[src/design/pts_pkg.sv]
// ----------------------------------------------------------------------------
// pts_pkg
// Shared types, token codes and the keyword table for the token scanner.
// ----------------------------------------------------------------------------
package pts_pkg;

   localparam int ID_CHARS    = 8;
   localparam int VALUE_BITS  = 32;
   localparam int QUEUE_DEPTH = 4;
   localparam int QPTR_BITS   = $clog2(QUEUE_DEPTH);
   localparam int QCNT_BITS   = $clog2(QUEUE_DEPTH + 1);
   localparam int KW_COUNT    = 25;

   // token codes
   localparam logic [5:0] TK_EOF    = 6'd0;
   localparam logic [5:0] TK_ERR    = 6'd1;
   localparam logic [5:0] TK_IDENT  = 6'd2;
   localparam logic [5:0] TK_NUM    = 6'd3;
   localparam logic [5:0] TK_KW0    = 6'd4;
   localparam logic [5:0] TK_LPAR   = 6'd29;
   localparam logic [5:0] TK_RPAR   = 6'd30;
   localparam logic [5:0] TK_LBRA   = 6'd31;
   localparam logic [5:0] TK_RBRA   = 6'd32;
   localparam logic [5:0] TK_MUL    = 6'd33;
   localparam logic [5:0] TK_PLUS   = 6'd34;
   localparam logic [5:0] TK_MINUS  = 6'd35;
   localparam logic [5:0] TK_LT     = 6'd36;
   localparam logic [5:0] TK_LE     = 6'd37;
   localparam logic [5:0] TK_GT     = 6'd38;
   localparam logic [5:0] TK_GE     = 6'd39;
   localparam logic [5:0] TK_COLON  = 6'd40;
   localparam logic [5:0] TK_ASSIGN = 6'd41;
   localparam logic [5:0] TK_SEMI   = 6'd42;
   localparam logic [5:0] TK_COMMA  = 6'd43;
   localparam logic [5:0] TK_DOT    = 6'd44;
   localparam logic [5:0] TK_EQ     = 6'd45;
   localparam logic [5:0] TK_NE     = 6'd46;

   typedef struct packed {
      logic [7:0] in_char;
      logic       is_end;
   } req_type;

   typedef struct packed {
      logic [5:0]         token_code;
      logic signed [31:0] number_value;
      logic [63:0]        ident_text;
      logic [7:0]         ident_length;
      logic               last_of_run;
   } rsp_type;

   // token as the scanner front produces it: keyword lookup and sign still to do
   typedef struct packed {
      logic [5:0]            code;
      logic [VALUE_BITS-1:0] value;
      logic                  neg;
      logic [63:0]           text;
      logic [7:0]            len;
      logic                  last;
   } raw_tok_type;

   typedef struct packed {
      logic v0;
      logic v1;
   } push_type;

   typedef struct packed {
      logic not_empty;
      logic room2;
   } qstat_type;

   // string literals sit right-justified, first char in the top used byte
   localparam logic [63:0] KW_RAW [KW_COUNT] = '{
      "program", "begin", "end", "var", "const", "integer", "array",
      "function", "if", "then", "else", "for", "while", "to", "do",
      "downto", "break", "write", "writeln", "readln", "and", "or",
      "div", "mod", "of"
   };

   localparam logic [3:0] KW_LEN [KW_COUNT] = '{
      4'd7, 4'd5, 4'd3, 4'd3, 4'd5, 4'd7, 4'd5,
      4'd8, 4'd2, 4'd4, 4'd4, 4'd3, 4'd5, 4'd2, 4'd2,
      4'd6, 4'd5, 4'd5, 4'd7, 4'd6, 4'd3, 4'd2,
      4'd3, 4'd3, 4'd2
   };

   // keyword text with the first char in the low byte
   function automatic logic [63:0] kw_text(input int k);
      logic [63:0] r;
      int          n;
      r = '0;
      n = int'(KW_LEN[k]);
      for (int i = 0; i < ID_CHARS; i++) begin
         if (i < n) begin
            r[8*i +: 8] = KW_RAW[k][8*(n-1-i) +: 8];
         end
      end
      return r;
   endfunction

   function automatic raw_tok_type simple_tok(input logic [5:0] code);
      raw_tok_type t;
      t      = '0;
      t.code = code;
      return t;
   endfunction

endpackage

[src/design/pts_front.sv]
// ----------------------------------------------------------------------------
// pts_front
// Character scanner: runs the lexer state machine one char per cycle while
// accept is high and hands up to two raw tokens per item to the token queue.
// ----------------------------------------------------------------------------
module pts_front (
   input  logic                 clock,
   input  logic                 reset,
   input  logic                 accept,
   input  pts_pkg::req_type     item,
   output pts_pkg::push_type    push,
   output pts_pkg::raw_tok_type tok0,
   output pts_pkg::raw_tok_type tok1
);

   typedef enum logic [11:0] {
      ST_START   = 12'b0000_0000_0001,
      ST_COMMENT = 12'b0000_0000_0010,
      ST_IDENT   = 12'b0000_0000_0100,
      ST_DEC     = 12'b0000_0000_1000,
      ST_HEX     = 12'b0000_0001_0000,
      ST_OCT     = 12'b0000_0010_0000,
      ST_MINUS   = 12'b0000_0100_0000,
      ST_LESS    = 12'b0000_1000_0000,
      ST_GREATER = 12'b0001_0000_0000,
      ST_COLON   = 12'b0010_0000_0000,
      ST_EQUAL   = 12'b0100_0000_0000,
      ST_BANG    = 12'b1000_0000_0000
   } pts_state_type;

   localparam int VB = pts_pkg::VALUE_BITS;

   pts_state_type state_ff, state_in;
   logic [VB-1:0] accum_ff, accum_in;
   logic          neg_ff, neg_in;
   logic [63:0]   buf_ff, buf_in;
   logic [7:0]    cnt_ff, cnt_in;

   logic [7:0] c;
   logic       fin;
   logic       is_letter, is_digit, is_space, is_alnum, is_eq;
   logic [3:0] dig;

   // start-state decode, independent of the current state
   pts_state_type         sc_state;
   logic                  sc_tv;
   pts_pkg::raw_tok_type  sc_tok;
   logic [VB-1:0]         sc_accum;
   logic [63:0]           sc_buf;
   logic [7:0]            sc_cnt;

   logic                 use_sc, rescan, t0v, t1v;
   pts_pkg::raw_tok_type t0, t1, num_tok, id_tok;

   assign c         = item.in_char;
   assign fin       = item.is_end;
   assign is_letter = (c >= "A" && c <= "Z") || (c >= "a" && c <= "z");
   assign is_digit  = (c >= "0" && c <= "9");
   assign is_space  = (c == " ") || (c >= 8'h09 && c <= 8'h0D);
   assign is_alnum  = is_letter || is_digit;
   assign is_eq     = !fin && (c == "=");
   assign dig       = c[3:0];

   always_comb begin
      num_tok       = '0;
      num_tok.code  = pts_pkg::TK_NUM;
      num_tok.value = accum_ff;
      num_tok.neg   = neg_ff;
      id_tok        = '0;
      id_tok.code   = pts_pkg::TK_IDENT;
      id_tok.text   = buf_ff;
      id_tok.len    = cnt_ff;
   end

   always_comb begin
      sc_state = ST_START;
      sc_tv    = 1'b0;
      sc_tok   = '0;
      sc_accum = '0;
      sc_buf   = '0;
      sc_cnt   = '0;
      if (fin) begin
         sc_tv  = 1'b1;
         sc_tok = pts_pkg::simple_tok(pts_pkg::TK_EOF);
      end else if (is_space) begin
         sc_state = ST_START;
      end else if (is_letter) begin
         sc_buf   = {56'd0, c};
         sc_cnt   = 8'd1;
         sc_state = ST_IDENT;
      end else if (is_digit) begin
         sc_accum = VB'(dig);
         sc_state = ST_DEC;
      end else begin
         sc_tv = 1'b1;
         case (c)
            "{": begin sc_tv = 1'b0; sc_state = ST_COMMENT; end
            "(": sc_tok = pts_pkg::simple_tok(pts_pkg::TK_LPAR);
            ")": sc_tok = pts_pkg::simple_tok(pts_pkg::TK_RPAR);
            "[": sc_tok = pts_pkg::simple_tok(pts_pkg::TK_LBRA);
            "]": sc_tok = pts_pkg::simple_tok(pts_pkg::TK_RBRA);
            "*": sc_tok = pts_pkg::simple_tok(pts_pkg::TK_MUL);
            "+": sc_tok = pts_pkg::simple_tok(pts_pkg::TK_PLUS);
            ";": sc_tok = pts_pkg::simple_tok(pts_pkg::TK_SEMI);
            ",": sc_tok = pts_pkg::simple_tok(pts_pkg::TK_COMMA);
            ".": sc_tok = pts_pkg::simple_tok(pts_pkg::TK_DOT);
            "-": begin sc_tv = 1'b0; sc_state = ST_MINUS; end
            "<": begin sc_tv = 1'b0; sc_state = ST_LESS; end
            ">": begin sc_tv = 1'b0; sc_state = ST_GREATER; end
            ":": begin sc_tv = 1'b0; sc_state = ST_COLON; end
            "=": begin sc_tv = 1'b0; sc_state = ST_EQUAL; end
            "!": begin sc_tv = 1'b0; sc_state = ST_BANG; end
            "$": begin sc_tv = 1'b0; sc_state = ST_HEX; end
            "&": begin sc_tv = 1'b0; sc_state = ST_OCT; end
            default: sc_tok = pts_pkg::simple_tok(pts_pkg::TK_ERR);
         endcase
      end
   end

   always_comb begin
      state_in = state_ff;
      accum_in = accum_ff;
      neg_in   = neg_ff;
      buf_in   = buf_ff;
      cnt_in   = cnt_ff;
      t0v      = 1'b0;
      t1v      = 1'b0;
      t0       = '0;
      t1       = '0;
      use_sc   = 1'b0;
      rescan   = 1'b0;
      case (state_ff)
         ST_START: use_sc = 1'b1;
         ST_COMMENT: begin
            if (fin) begin
               t0v      = 1'b1;
               t0       = pts_pkg::simple_tok(pts_pkg::TK_ERR);
               state_in = ST_START;
            end else if (c == "}") begin
               state_in = ST_START;
            end
         end
         ST_IDENT: begin
            if (!fin && is_alnum) begin
               if (cnt_ff < 8'(pts_pkg::ID_CHARS)) begin
                  buf_in[8*cnt_ff[2:0] +: 8] = c;
               end
               if (cnt_ff != 8'hFF) begin
                  cnt_in = cnt_ff + 8'd1;
               end
            end else begin
               t0v    = 1'b1;
               t0     = id_tok;
               rescan = 1'b1;
            end
         end
         ST_DEC: begin
            if (!fin && is_digit) begin
               // x10 as shift-and-add
               accum_in = {accum_ff[VB-4:0], 3'b000} + {accum_ff[VB-2:0], 1'b0}
                          + VB'(dig);
            end else begin
               t0v    = 1'b1;
               t0     = num_tok;
               rescan = 1'b1;
            end
         end
         ST_HEX, ST_OCT: begin
            if (fin || !is_alnum) begin
               t0v    = 1'b1;
               t0     = num_tok;
               rescan = 1'b1;
            end else if (state_ff == ST_HEX && is_digit) begin
               accum_in = {accum_ff[VB-5:0], dig};
            end else if (state_ff == ST_HEX &&
                         ((c >= "A" && c <= "F") || (c >= "a" && c <= "f"))) begin
               accum_in = {accum_ff[VB-5:0], dig + 4'd9};
            end else if (state_ff == ST_OCT && c >= "0" && c <= "7") begin
               accum_in = {accum_ff[VB-4:0], dig[2:0]};
            end else begin
               // bad digit: number discarded, char dropped
               t0v      = 1'b1;
               t0       = pts_pkg::simple_tok(pts_pkg::TK_ERR);
               state_in = ST_START;
               accum_in = '0;
               neg_in   = 1'b0;
               buf_in   = '0;
               cnt_in   = '0;
            end
         end
         ST_MINUS: begin
            if (!fin && is_digit) begin
               accum_in = VB'(dig);
               neg_in   = 1'b1;
               state_in = ST_DEC;
            end else begin
               t0v    = 1'b1;
               t0     = pts_pkg::simple_tok(pts_pkg::TK_MINUS);
               rescan = 1'b1;
            end
         end
         ST_LESS: begin
            t0v    = 1'b1;
            t0     = pts_pkg::simple_tok(is_eq ? pts_pkg::TK_LE : pts_pkg::TK_LT);
            rescan = !is_eq;
            state_in = ST_START;
         end
         ST_GREATER: begin
            t0v    = 1'b1;
            t0     = pts_pkg::simple_tok(is_eq ? pts_pkg::TK_GE : pts_pkg::TK_GT);
            rescan = !is_eq;
            state_in = ST_START;
         end
         ST_COLON: begin
            t0v    = 1'b1;
            t0     = pts_pkg::simple_tok(is_eq ? pts_pkg::TK_ASSIGN : pts_pkg::TK_COLON);
            rescan = !is_eq;
            state_in = ST_START;
         end
         ST_BANG: begin
            t0v    = 1'b1;
            t0     = pts_pkg::simple_tok(is_eq ? pts_pkg::TK_NE : pts_pkg::TK_ERR);
            rescan = !is_eq;
            state_in = ST_START;
         end
         ST_EQUAL: begin
            t0v      = 1'b1;
            state_in = ST_START;
            if (!fin && c == "<") begin
               t0 = pts_pkg::simple_tok(pts_pkg::TK_LE);
            end else if (!fin && c == ">") begin
               t0 = pts_pkg::simple_tok(pts_pkg::TK_GE);
            end else begin
               t0     = pts_pkg::simple_tok(pts_pkg::TK_EQ);
               rescan = 1'b1;
            end
         end
         default: use_sc = 1'b1;
      endcase

      // the terminating char goes round again from the start state
      if (use_sc || rescan) begin
         state_in = sc_state;
         accum_in = sc_accum;
         neg_in   = 1'b0;
         buf_in   = sc_buf;
         cnt_in   = sc_cnt;
         if (use_sc) begin
            t0v = sc_tv;
            t0  = sc_tok;
         end else begin
            t1v = sc_tv;
            t1  = sc_tok;
         end
      end

      if (t1v) begin
         t1.last = 1'b1;
      end else begin
         t0.last = 1'b1;
      end
   end

   always_ff @(posedge clock) begin
      if (reset) begin
         state_ff <= ST_START;
         accum_ff <= '0;
         neg_ff   <= 1'b0;
         buf_ff   <= '0;
         cnt_ff   <= '0;
      end else if (accept) begin
         state_ff <= state_in;
         accum_ff <= accum_in;
         neg_ff   <= neg_in;
         buf_ff   <= buf_in;
         cnt_ff   <= cnt_in;
      end
   end

   assign push.v0 = accept && t0v;
   assign push.v1 = accept && t1v;
   assign tok0    = t0;
   assign tok1    = t1;

endmodule

[src/design/pts_queue.sv]
// ----------------------------------------------------------------------------
// pts_queue
// Token queue between scanner and back end: two writes, one read per cycle.
// ----------------------------------------------------------------------------
module pts_queue (
   input  logic                 clock,
   input  logic                 reset,
   input  pts_pkg::push_type    push,
   input  pts_pkg::raw_tok_type tok0,
   input  pts_pkg::raw_tok_type tok1,
   input  logic                 pop,
   output pts_pkg::raw_tok_type head,
   output pts_pkg::qstat_type   stat
);

   localparam int PB = pts_pkg::QPTR_BITS;
   localparam int CB = pts_pkg::QCNT_BITS;

   pts_pkg::raw_tok_type slot_ff [pts_pkg::QUEUE_DEPTH];
   logic [PB-1:0] wp_ff, wp_in, rp_ff, rp_in;
   logic [CB-1:0] count_ff, count_in;

   always_comb begin
      wp_in    = wp_ff + PB'(push.v0) + PB'(push.v1);
      rp_in    = rp_ff + PB'(pop);
      count_in = count_ff + CB'(push.v0) + CB'(push.v1) - CB'(pop);
   end

   always_ff @(posedge clock) begin
      if (push.v0) begin
         slot_ff[wp_ff] <= tok0;
      end
      if (push.v1) begin
         slot_ff[wp_ff + PB'(1)] <= tok1;
      end
   end

   always_ff @(posedge clock) begin
      if (reset) begin
         wp_ff    <= '0;
         rp_ff    <= '0;
         count_ff <= '0;
      end else begin
         wp_ff    <= wp_in;
         rp_ff    <= rp_in;
         count_ff <= count_in;
      end
   end

   assign head           = slot_ff[rp_ff];
   assign stat.not_empty = (count_ff != '0);
   assign stat.room2     = (count_ff <= CB'(pts_pkg::QUEUE_DEPTH - 2));

   a_count_bound: assert property (@(posedge clock) disable iff (reset)
      count_ff <= CB'(pts_pkg::QUEUE_DEPTH))
      else $error("token queue count out of range");

   a_push_room: assert property (@(posedge clock) disable iff (reset)
      push.v0 |-> stat.room2)
      else $error("token written without room for a pair");

   a_pair_order: assert property (@(posedge clock) disable iff (reset)
      push.v1 |-> push.v0)
      else $error("second token written without a first");

   a_pop_nonempty: assert property (@(posedge clock) disable iff (reset)
      pop |-> stat.not_empty)
      else $error("token read from empty queue");

endmodule

[src/design/pts_back.sv]
// ----------------------------------------------------------------------------
// pts_back
// Token finisher: keyword lookup, number sign, and the result register.
// ----------------------------------------------------------------------------
module pts_back (
   input  logic                 clock,
   input  logic                 reset,
   input  pts_pkg::raw_tok_type head,
   input  pts_pkg::qstat_type   stat,
   output logic                 pop,
   input  logic                 rsp_pop,
   output logic                 rsp_empty,
   output pts_pkg::rsp_type     rsp_item
);

   logic                           valid_ff;
   pts_pkg::rsp_type               out_ff, out_in;
   logic [5:0]                     code;
   logic [pts_pkg::VALUE_BITS-1:0] mag;

   always_comb begin
      code = head.code;
      for (int k = 0; k < pts_pkg::KW_COUNT; k++) begin
         if (head.code == pts_pkg::TK_IDENT &&
             head.len == 8'(pts_pkg::KW_LEN[k]) &&
             head.text == pts_pkg::kw_text(k)) begin
            code = pts_pkg::TK_KW0 + 6'(k);
         end
      end
   end

   always_comb begin
      // negate at the accumulator width, then sign-extend or cut to 32 bits
      mag                 = head.neg ? -head.value : head.value;
      out_in.token_code   = code;
      out_in.number_value = 32'($signed(mag));
      out_in.ident_text   = head.text;
      out_in.ident_length = head.len;
      out_in.last_of_run  = head.last;
   end

   assign pop = stat.not_empty && (!valid_ff || rsp_pop);

   always_ff @(posedge clock) begin
      if (pop) begin
         out_ff <= out_in;
      end
   end

   always_ff @(posedge clock) begin
      if (reset) begin
         valid_ff <= 1'b0;
      end else if (pop) begin
         valid_ff <= 1'b1;
      end else if (rsp_pop) begin
         valid_ff <= 1'b0;
      end
   end

   assign rsp_empty = !valid_ff;
   assign rsp_item  = out_ff;

endmodule

[src/design/pascal_token_scanner.sv]
// ----------------------------------------------------------------------------
// pascal_token_scanner
// Streaming lexer for a small Pascal subset, one source byte per item.
// ----------------------------------------------------------------------------
// Usage:
//   Input channel: write one byte (or an end marker, is_end set) per cycle
//   with req_push while req_full is low. Each item gives zero, one or two
//   tokens; the final token of an item has last_of_run set.
//   Result channel: while rsp_empty is low the oldest token sits on
//   rsp_item; pulse rsp_pop to take it.
//   With an idle back end a token enters the token queue at the edge that
//   takes its item and passes from there into the result register; a
//   second token of the same item follows it through the queue.
//   Throughput: one byte per cycle while req_full is low. The scanner
//   state machine closes one char per accepted cycle; the four-entry
//   token queue and the single result register drain one token per cycle
//   while the receiver pops, so an item's second token waits behind its
//   first; req_full rises while the queue has room for fewer than two tokens.
//   Reset (synchronous): scanner returns to the start state with cleared
//   work registers, the queue empties and no result is shown.
//   A stalled receiver holds rsp_item steady; the queue fills and then
//   req_full holds the sender off.
// ----------------------------------------------------------------------------
module pascal_token_scanner (
   input  logic             clock,
   input  logic             reset,
   input  logic             req_push,
   output logic             req_full,
   input  pts_pkg::req_type req_item,
   output logic             rsp_empty,
   input  logic             rsp_pop,
   output pts_pkg::rsp_type rsp_item
);

   logic                 accept;
   logic                 q_pop;
   pts_pkg::push_type    push;
   pts_pkg::qstat_type   stat;
   pts_pkg::raw_tok_type tok0, tok1, head;

   assign req_full = !stat.room2;
   assign accept   = req_push && !req_full;

   pts_front u_front (
      .clock  (clock),
      .reset  (reset),
      .accept (accept),
      .item   (req_item),
      .push   (push),
      .tok0   (tok0),
      .tok1   (tok1)
   );

   pts_queue u_queue (
      .clock (clock),
      .reset (reset),
      .push  (push),
      .tok0  (tok0),
      .tok1  (tok1),
      .pop   (q_pop),
      .head  (head),
      .stat  (stat)
   );

   pts_back u_back (
      .clock     (clock),
      .reset     (reset),
      .head      (head),
      .stat      (stat),
      .pop       (q_pop),
      .rsp_pop   (rsp_pop),
      .rsp_empty (rsp_empty),
      .rsp_item  (rsp_item)
   );

endmodule

[config.mk]
export PLATFORM = sky130hd
export DESIGN_NAME = pascal_token_scanner
export DESIGN_NICKNAME = d
export VERILOG_FILES = /design/src/design/pts_pkg.sv /design/src/design/pts_front.sv /design/src/design/pts_queue.sv /design/src/design/pts_back.sv /design/src/design/pascal_token_scanner.sv
export SDC_FILE = /design/constraint.sdc
export NUM_CORES = 2
export LEC_CHECK = 0
export BUFFER_PORTS_ARGS = -buffer_cell sky130_fd_sc_hd__buf_4
export CAP_MARGIN = 10
export CORE_MARGIN = 3
export CORE_UTILIZATION = 45
export DETAILED_ROUTE_END_ITERATION = 10
export GPL_ROUTABILITY_DRIVEN = 0
export PLACE_DENSITY = 0.64
export RECOVER_POWER = 50
export REMOVE_ABC_BUFFERS = 1
export SLEW_MARGIN = 5
export SYNTH_ARGS = -nofsm -noshare
export SYNTH_HDL_FRONTEND = slang
export SYNTH_SLANG_ARGS = --single-unit
[constraint.sdc]
create_clock -name clock -period 10.1 [get_ports clock]
set_input_delay 0.505 -clock clock [delete_from_list [all_inputs] [get_ports clock]]
set_output_delay 0.505 -clock clock [all_outputs]
set_load 0.01 [all_outputs]
-- Word level (Yosys, flattened, before mapping)
Memories as Yosys holds them, arrays and structs flattened. A register that Yosys moved wholly into a read port is not among the register bits.
Index checks and enable logic that the tools add are counted.
- register bits after elaboration: 236
- bits in latches: 0
- bits in writable memories: 448
- ROM bits: 0
- bits of input ports: 13
- logic and storage cells: 340
- memories: 1
- $add $sub $neg: 13
- $mul: 0
- divide/modulo/power cells: 0
- magnitude comparators: 13
- eq/ne operators: 75
- shifts and indexed selects: 2
- mux-type cells: 136
- bitwise gates (word level): 0
- reductions and logical operators: 83
- memories (name ; words ; bits a word ; rd ports ; clocked after memory_dff ; wr ports ; RTL line ; text):
    u_queue.slot_ff ; 4 ; 112 ; 1 ; 1 ; 2 ; pts_queue.sv:19 ; pts_pkg::raw_tok_type slot_ff [pts_pkg::QUEUE_DEPTH];
- operator list (operator ; count):
    112-bit case mux with 10 select lines ; 2
    112-bit two-way mux ; 13
    64-bit two-way mux ; 9
    64-bit by 23-bit equality test with 1-bit output (second input constant) ; 6
    64-bit by 39-bit equality test with 1-bit output (second input constant) ; 6
    32-bit two-way mux ; 11
    64-bit by 15-bit equality test with 1-bit output (second input constant) ; 5
    108-bit two-way mux ; 2
    107-bit two-way mux ; 2
    64-bit by 55-bit equality test with 1-bit output (second input constant) ; 3
    12-bit two-way mux ; 12
    64-bit by 31-bit equality test with 1-bit output (second input constant) ; 2
    64-bit by 47-bit equality test with 1-bit output (second input constant) ; 2
    8-bit by 6-bit equality test with 1-bit output (second input constant) ; 16
    64-bit case mux with 2 select lines ; 1
    110-bit two-way mux ; 1
    12-bit case mux with 9 select lines ; 1
    32-bit case mux with 3 select lines ; 1
    8-bit two-way mux ; 10
    64-bit bitwise mux ; 1
    64-bit by 63-bit equality test with 1-bit output (second input constant) ; 1
    8-bit by 34-bit variable shift with 64-bit output (first input constant) ; 1
    8-bit by 34-bit indexed part select with 64-bit output ; 1
    5-bit two-way mux ; 12
    other kinds (64) ; 201

-- Logic depth before layout (Yosys ltp)
- depth after elaboration: 27
- gate-level depth with buffers: 17
- depth with buffers taken out: 15

-- Hierarchy
From an unflattened synthesis, not the netlist that was laid out.
- cells, all modules: 2817
- area total of the unflattened synthesis: 37459.7 um^2
- modules (own cells, without submodules) (module ; times used ; cells an instance ; area each (um^2)):
    pts_queue ; 1 ; 1125 ; 21976.1
    pts_front ; 1 ; 1171 ; 9526.6
    pts_back ; 1 ; 519 ; 5947.0
    pascal_token_scanner ; 1 ; 2 ; 10.0

-- Least setup slack after synthesis
No wires, ideal clock.
- path type: input-to-reg
- start: in rsp_pop
- end: reg u_queue.count_ff[2]
- library setup time: 0.128 ns
- arrival: 10.770 ns
- path slack: -0.798 ns
- stages: 8
- buffers on the path: 0
- path through: nand2b_1 -> a21boi_0 -> ha_1 -> inv_1 -> fa_1 -> fa_1 -> xor2_1 -> nor2_1
- word-level cells in the longest chain between the ends: 3
- ends and longest elaborated chain (what ; RTL line ; text):
    start: declaration ; pascal_token_scanner.sv:31 ; input logic rsp_pop,
    1-bit logical OR ; pts_back.sv:42 ; assign pop = stat.not_empty && (!valid_ff || rsp_pop);
    1-bit logical AND ; pts_back.sv:42 ;
    net q_pop ; pascal_token_scanner.sv:36 ; logic q_pop;
    3-bit by 1-bit subtractor with 3-bit output ; pts_queue.sv:26 ; count_in = count_ff + CB'(push.v0) + CB'(push.v1) - CB'(pop);
    end signal: assignment ; pts_queue.sv:46 ; count_ff <= count_in;
    end: declaration ; pts_queue.sv:21 ; logic [CB-1:0] count_ff, count_in;
The timed path passes the listed nets, and every way through them passes these cells.
A chain may end at the register's enable or synchronous reset.

==> flow_metrics.py <==
metrics = {
    "cells_and_area": {
        "area_growth_pct": 9.95,
        "fin_cells": 4274,
        "num_antenna_cells": 0,
        "final_common_cell": "dfxtp_1",
        "layout.nets": 3373,
        "drive_above_1_share": 0.0903,
        "mostFrequentLayoutCells": "dfxtp_1, nand2_1, a21oi_1",
    },
    "floorplan": {
        "rows": 97,
        "die-area_um2": 74500,
        "die_x_um": 273,
        "initial_core_util": 0.456,
        "coreArea_um2": 70300,
        "die_h_um": 273,
        "ioPinCount": 126,
    },
    "min_path": {
        "hold_path.class": "input port to register",
        "hold_path_depth": 3,
        "worstHoldStart": "rsp_pop",
        "worstHoldEndpoint": "u_back.valid_ff",
    },
    "sta": {
        "period_needed_ns": 6.40,
        "finalHoldViolations": 0,
        "maxSlewViolCount": 137,
        "fmax_ghz": 0.156,
        "worst_pin_slew_ns": 4.05,
        "grt_setup_unrepaired": "false",
        "relSlewSlack": -1.70,
        "setup_tns_ns": 0,
        "fin_crit_sh": 0.634,
        "setup_violations": 0,
        "worst_hold_slack_ns": 0.232,
        "worst_clock_skew_ns": 0.0165,
    },
    "placement": {
        "place_hpwl_um": 58300,
        "place_inst": 4147,
        "port-buffer-count": 125,
    },
    "global_routing": {
        "use_met1": 0.339,
        "grt_antenna_before_repair": 1,
        "grt_max_degree": 161,
        "met3_usage": 0.0386,
        "grt_pass1_wl_um": 151000,
        "gr-max-usage-layer": "met2",
        "grt_pass1_vias": 25400,
        "grt.total_usage": 0.257,
        "grt-ovfl-total": 0,
        "met2_usage": 0.429,
    },
    "synthesis": {
        "ys_warn_count": 0,
        "synthCells": 3315,
        "synthFlopType": "dfxtp_1",
        "ys_types": 98,
        "async_flop_share": 0,
        "synth_seq_cells": 684,
        "synth-edff-count": 139,
        "ys_seq_area_frac": 0.471,
        "synthesis.area_um2": 32100,
        "avgSynthCellArea_um2": 9.67,
    },
    "flow_run": {
        "drv_cap": 3,
    },
    "clocking": {
        "cts.repair.resized": 0,
        "cts-root-buf": "clkbuf_16",
        "clock_latency_ns": 0.61,
        "cts_tree": "done",
        "clk_path_buf_depth": 3,
        "clk_pin_slew_ns": 0.06,
        "numClockSinks": 684,
        "cts_setup_buffers": 0,
        "cts_buffers": 73,
        "ctsHoldBuffers": 0,
        "h-tree-depth": 3,
    },
    "critical_path": {
        "cpPeakStageDelay_ns": 1.16,
        "worstReg2RegEnd": "u_queue.slot_ff[3][102]",
        "crit_type": "register to register",
        "cp.arrival_ns": 6.84,
        "cp_slowest_cell": "nor4_1",
        "cp.required_ns": 10.53,
        "path_max_fanout": 75,
        "startpoint_type": "register",
        "r2r_start": "u_front.state_ff[5]",
        "ff2ff_path_depth": 9,
        "r2r_slack_ns": 3.70,
        "cp-end-kind": "register",
        "crit_chain": "nor4_1, nand2_1, nor3_1, nor2_1, o21ai_0, nand3_1, nor2b_4, buf_4, a21oi_1",
    },
    "routing": {
        "routedWlPerCell_um": 23.0,
        "drt_pass1_iterations": 7,
        "initialDrtViolationCount": 2667,
        "route.detailed.drc": 0,
        "via_count": 26800,
        "vias_per_cell": 6.28,
        "wl_um": 98400,
        "drtAntennaViolNets": 0,
    },
    "run_status": {
        "failed_checks": "capacitance limit, slew limit",
        "outcome": "complete, but fails checks",
    },
    "power": {
        "power.density_nw_per_um2": 203,
        "power_leakage_nw": 12.2,
        "ir_drop_mv": 0.181,
    },
}
==> registers in the layout, indices dropped and copies added (netlist names) <==
| register | count |
|---|---|
| u_queue.slot_ff | 448 |
| u_back.rsp_item | 111 |
| u_front.buf_ff | 64 |
| u_front.accum_ff | 32 |
| u_front.state_ff | 12 |
| u_front.cnt_ff | 8 |
| u_queue.count_ff | 3 |
| u_queue.rp_ff | 2 |
| u_queue.wp_ff | 2 |
| u_back.valid_ff | 1 |
| u_front.neg_ff | 1 |
==> worst max-delay path, delay by kind of cell (launching register included) <==
family	cells	cell delay (ns)
buffers and inverters	1	0.91
AOI/OAI and AO/OA	2	0.89
and+or+nand+nor	6	3.85
DFF	1	0.41
==> per-stage QoR <==
| stage | util | worst slack, ns | power (mW) | instance area [um^2] |
|---|---|---|---|---|
| global route | 0.502 | 3.31 | 7.44 | 35200 |
| finish | 0.502 | 3.70 | 7.17 | 35200 |
| CTS | 0.508 | 4.95 | 7.37 | 35700 |
| global placement | 0.476 | 4.67 | 4.74 | 33400 |
| detailed placement | 0.476 | 4.59 | 4.74 | 33400 |
| floorplan | - | -1.80 | 4.12 | 30900 |
==> layout make-up <==
| type | instances | area, um^2 |
|---|---|---|
| repair buffers | 160 | 779 |
| clock buffers | 110 | 2100 |
| clock inverters | 17 | 208 |
| flip-flops and latches | 684 | 15100 |
| inverters | 41 | 154 |
| multi-input cells | 2322 | 15700 |
| well taps | 940 | 1180 |
| fillers | 6576 | 35000 |
==> cell families (layout without fill, tap and decap cells) <==
| group | count (synthesis) | after routing | share of synthesized area |
|---|---|---|---|
| multiplexers | 118 | 118 | 0.0802 |
| XOR/XNOR | 68 | 68 | 0.0186 |
| buffers and inverters | 309 | 328 | 0.0408 |
| adder cells (fa/ha/maj) | 78 | 78 | 0.0316 |
| flip-flops | 684 | 684 | 0.471 |
| AND/OR/NAND/NOR | 1245 | 1245 | 0.192 |
| AO/OA/AOI/OAI | 813 | 813 | 0.166 |
==> where the power goes <==
part	leakage (nW)	internal [mW]	switching (mW)	total [mW]
Sequential	5.83	3.11	0.139	3.25
Clock	1.12	1.54	1.10	2.63
Combinational	5.27	0.352	0.931	1.28
==> worst max-delay path by stage <==
stage	slack (ns)	endpoint	start	cells past startpoint
after floorplan	-1.80	u_queue.slot_ff[0][10]	req_item[2]	8
after global placement	4.67	u_queue.slot_ff[3][72]	req_item[2]	12
after detailed placement	4.59	u_queue.slot_ff[0][73]	req_item[2]	15
after CTS	4.95	u_back.rsp_item[108]	u_queue.rp_ff[0]	10
after global routing	3.31	u_queue.slot_ff[3][33]	u_front.state_ff[4]	9
final	3.70	u_queue.slot_ff[3][102]	u_front.state_ff[5]	9
==> synth_stat cells, types with 26 or more instances <==
library cell  number  area [um^2]
dfxtp_1          545        10900
nand2_1          447         1680
a21oi_1          399         2000
nand3_1          365         1830
clkbuf_1         161          604
edfxtp_1         139         4170
nor2_1           132          495
mux4_2           111         2500
a32o_1           107         1070
buf_2             74          370
ha_1              73          913
o21ai_0           62          310
a22o_1            60          526
nor4_1            43          269
nor3_1            40          200
xnor2_1           38          333
inv_1             37          139
xor2_1            30          263
nand4_1           26          163
==> per-layer routing <==
layer | vias to the layer above | part of all wire
li1 | 12300 | -
met3 | 217 | 0.070
met2 | 1183 | 0.47
met4 | 2 | 0.037
met5 | - | 0.00013
met1 | 13200 | 0.42
No activity file was read; power rests on OpenSTA's default activity.
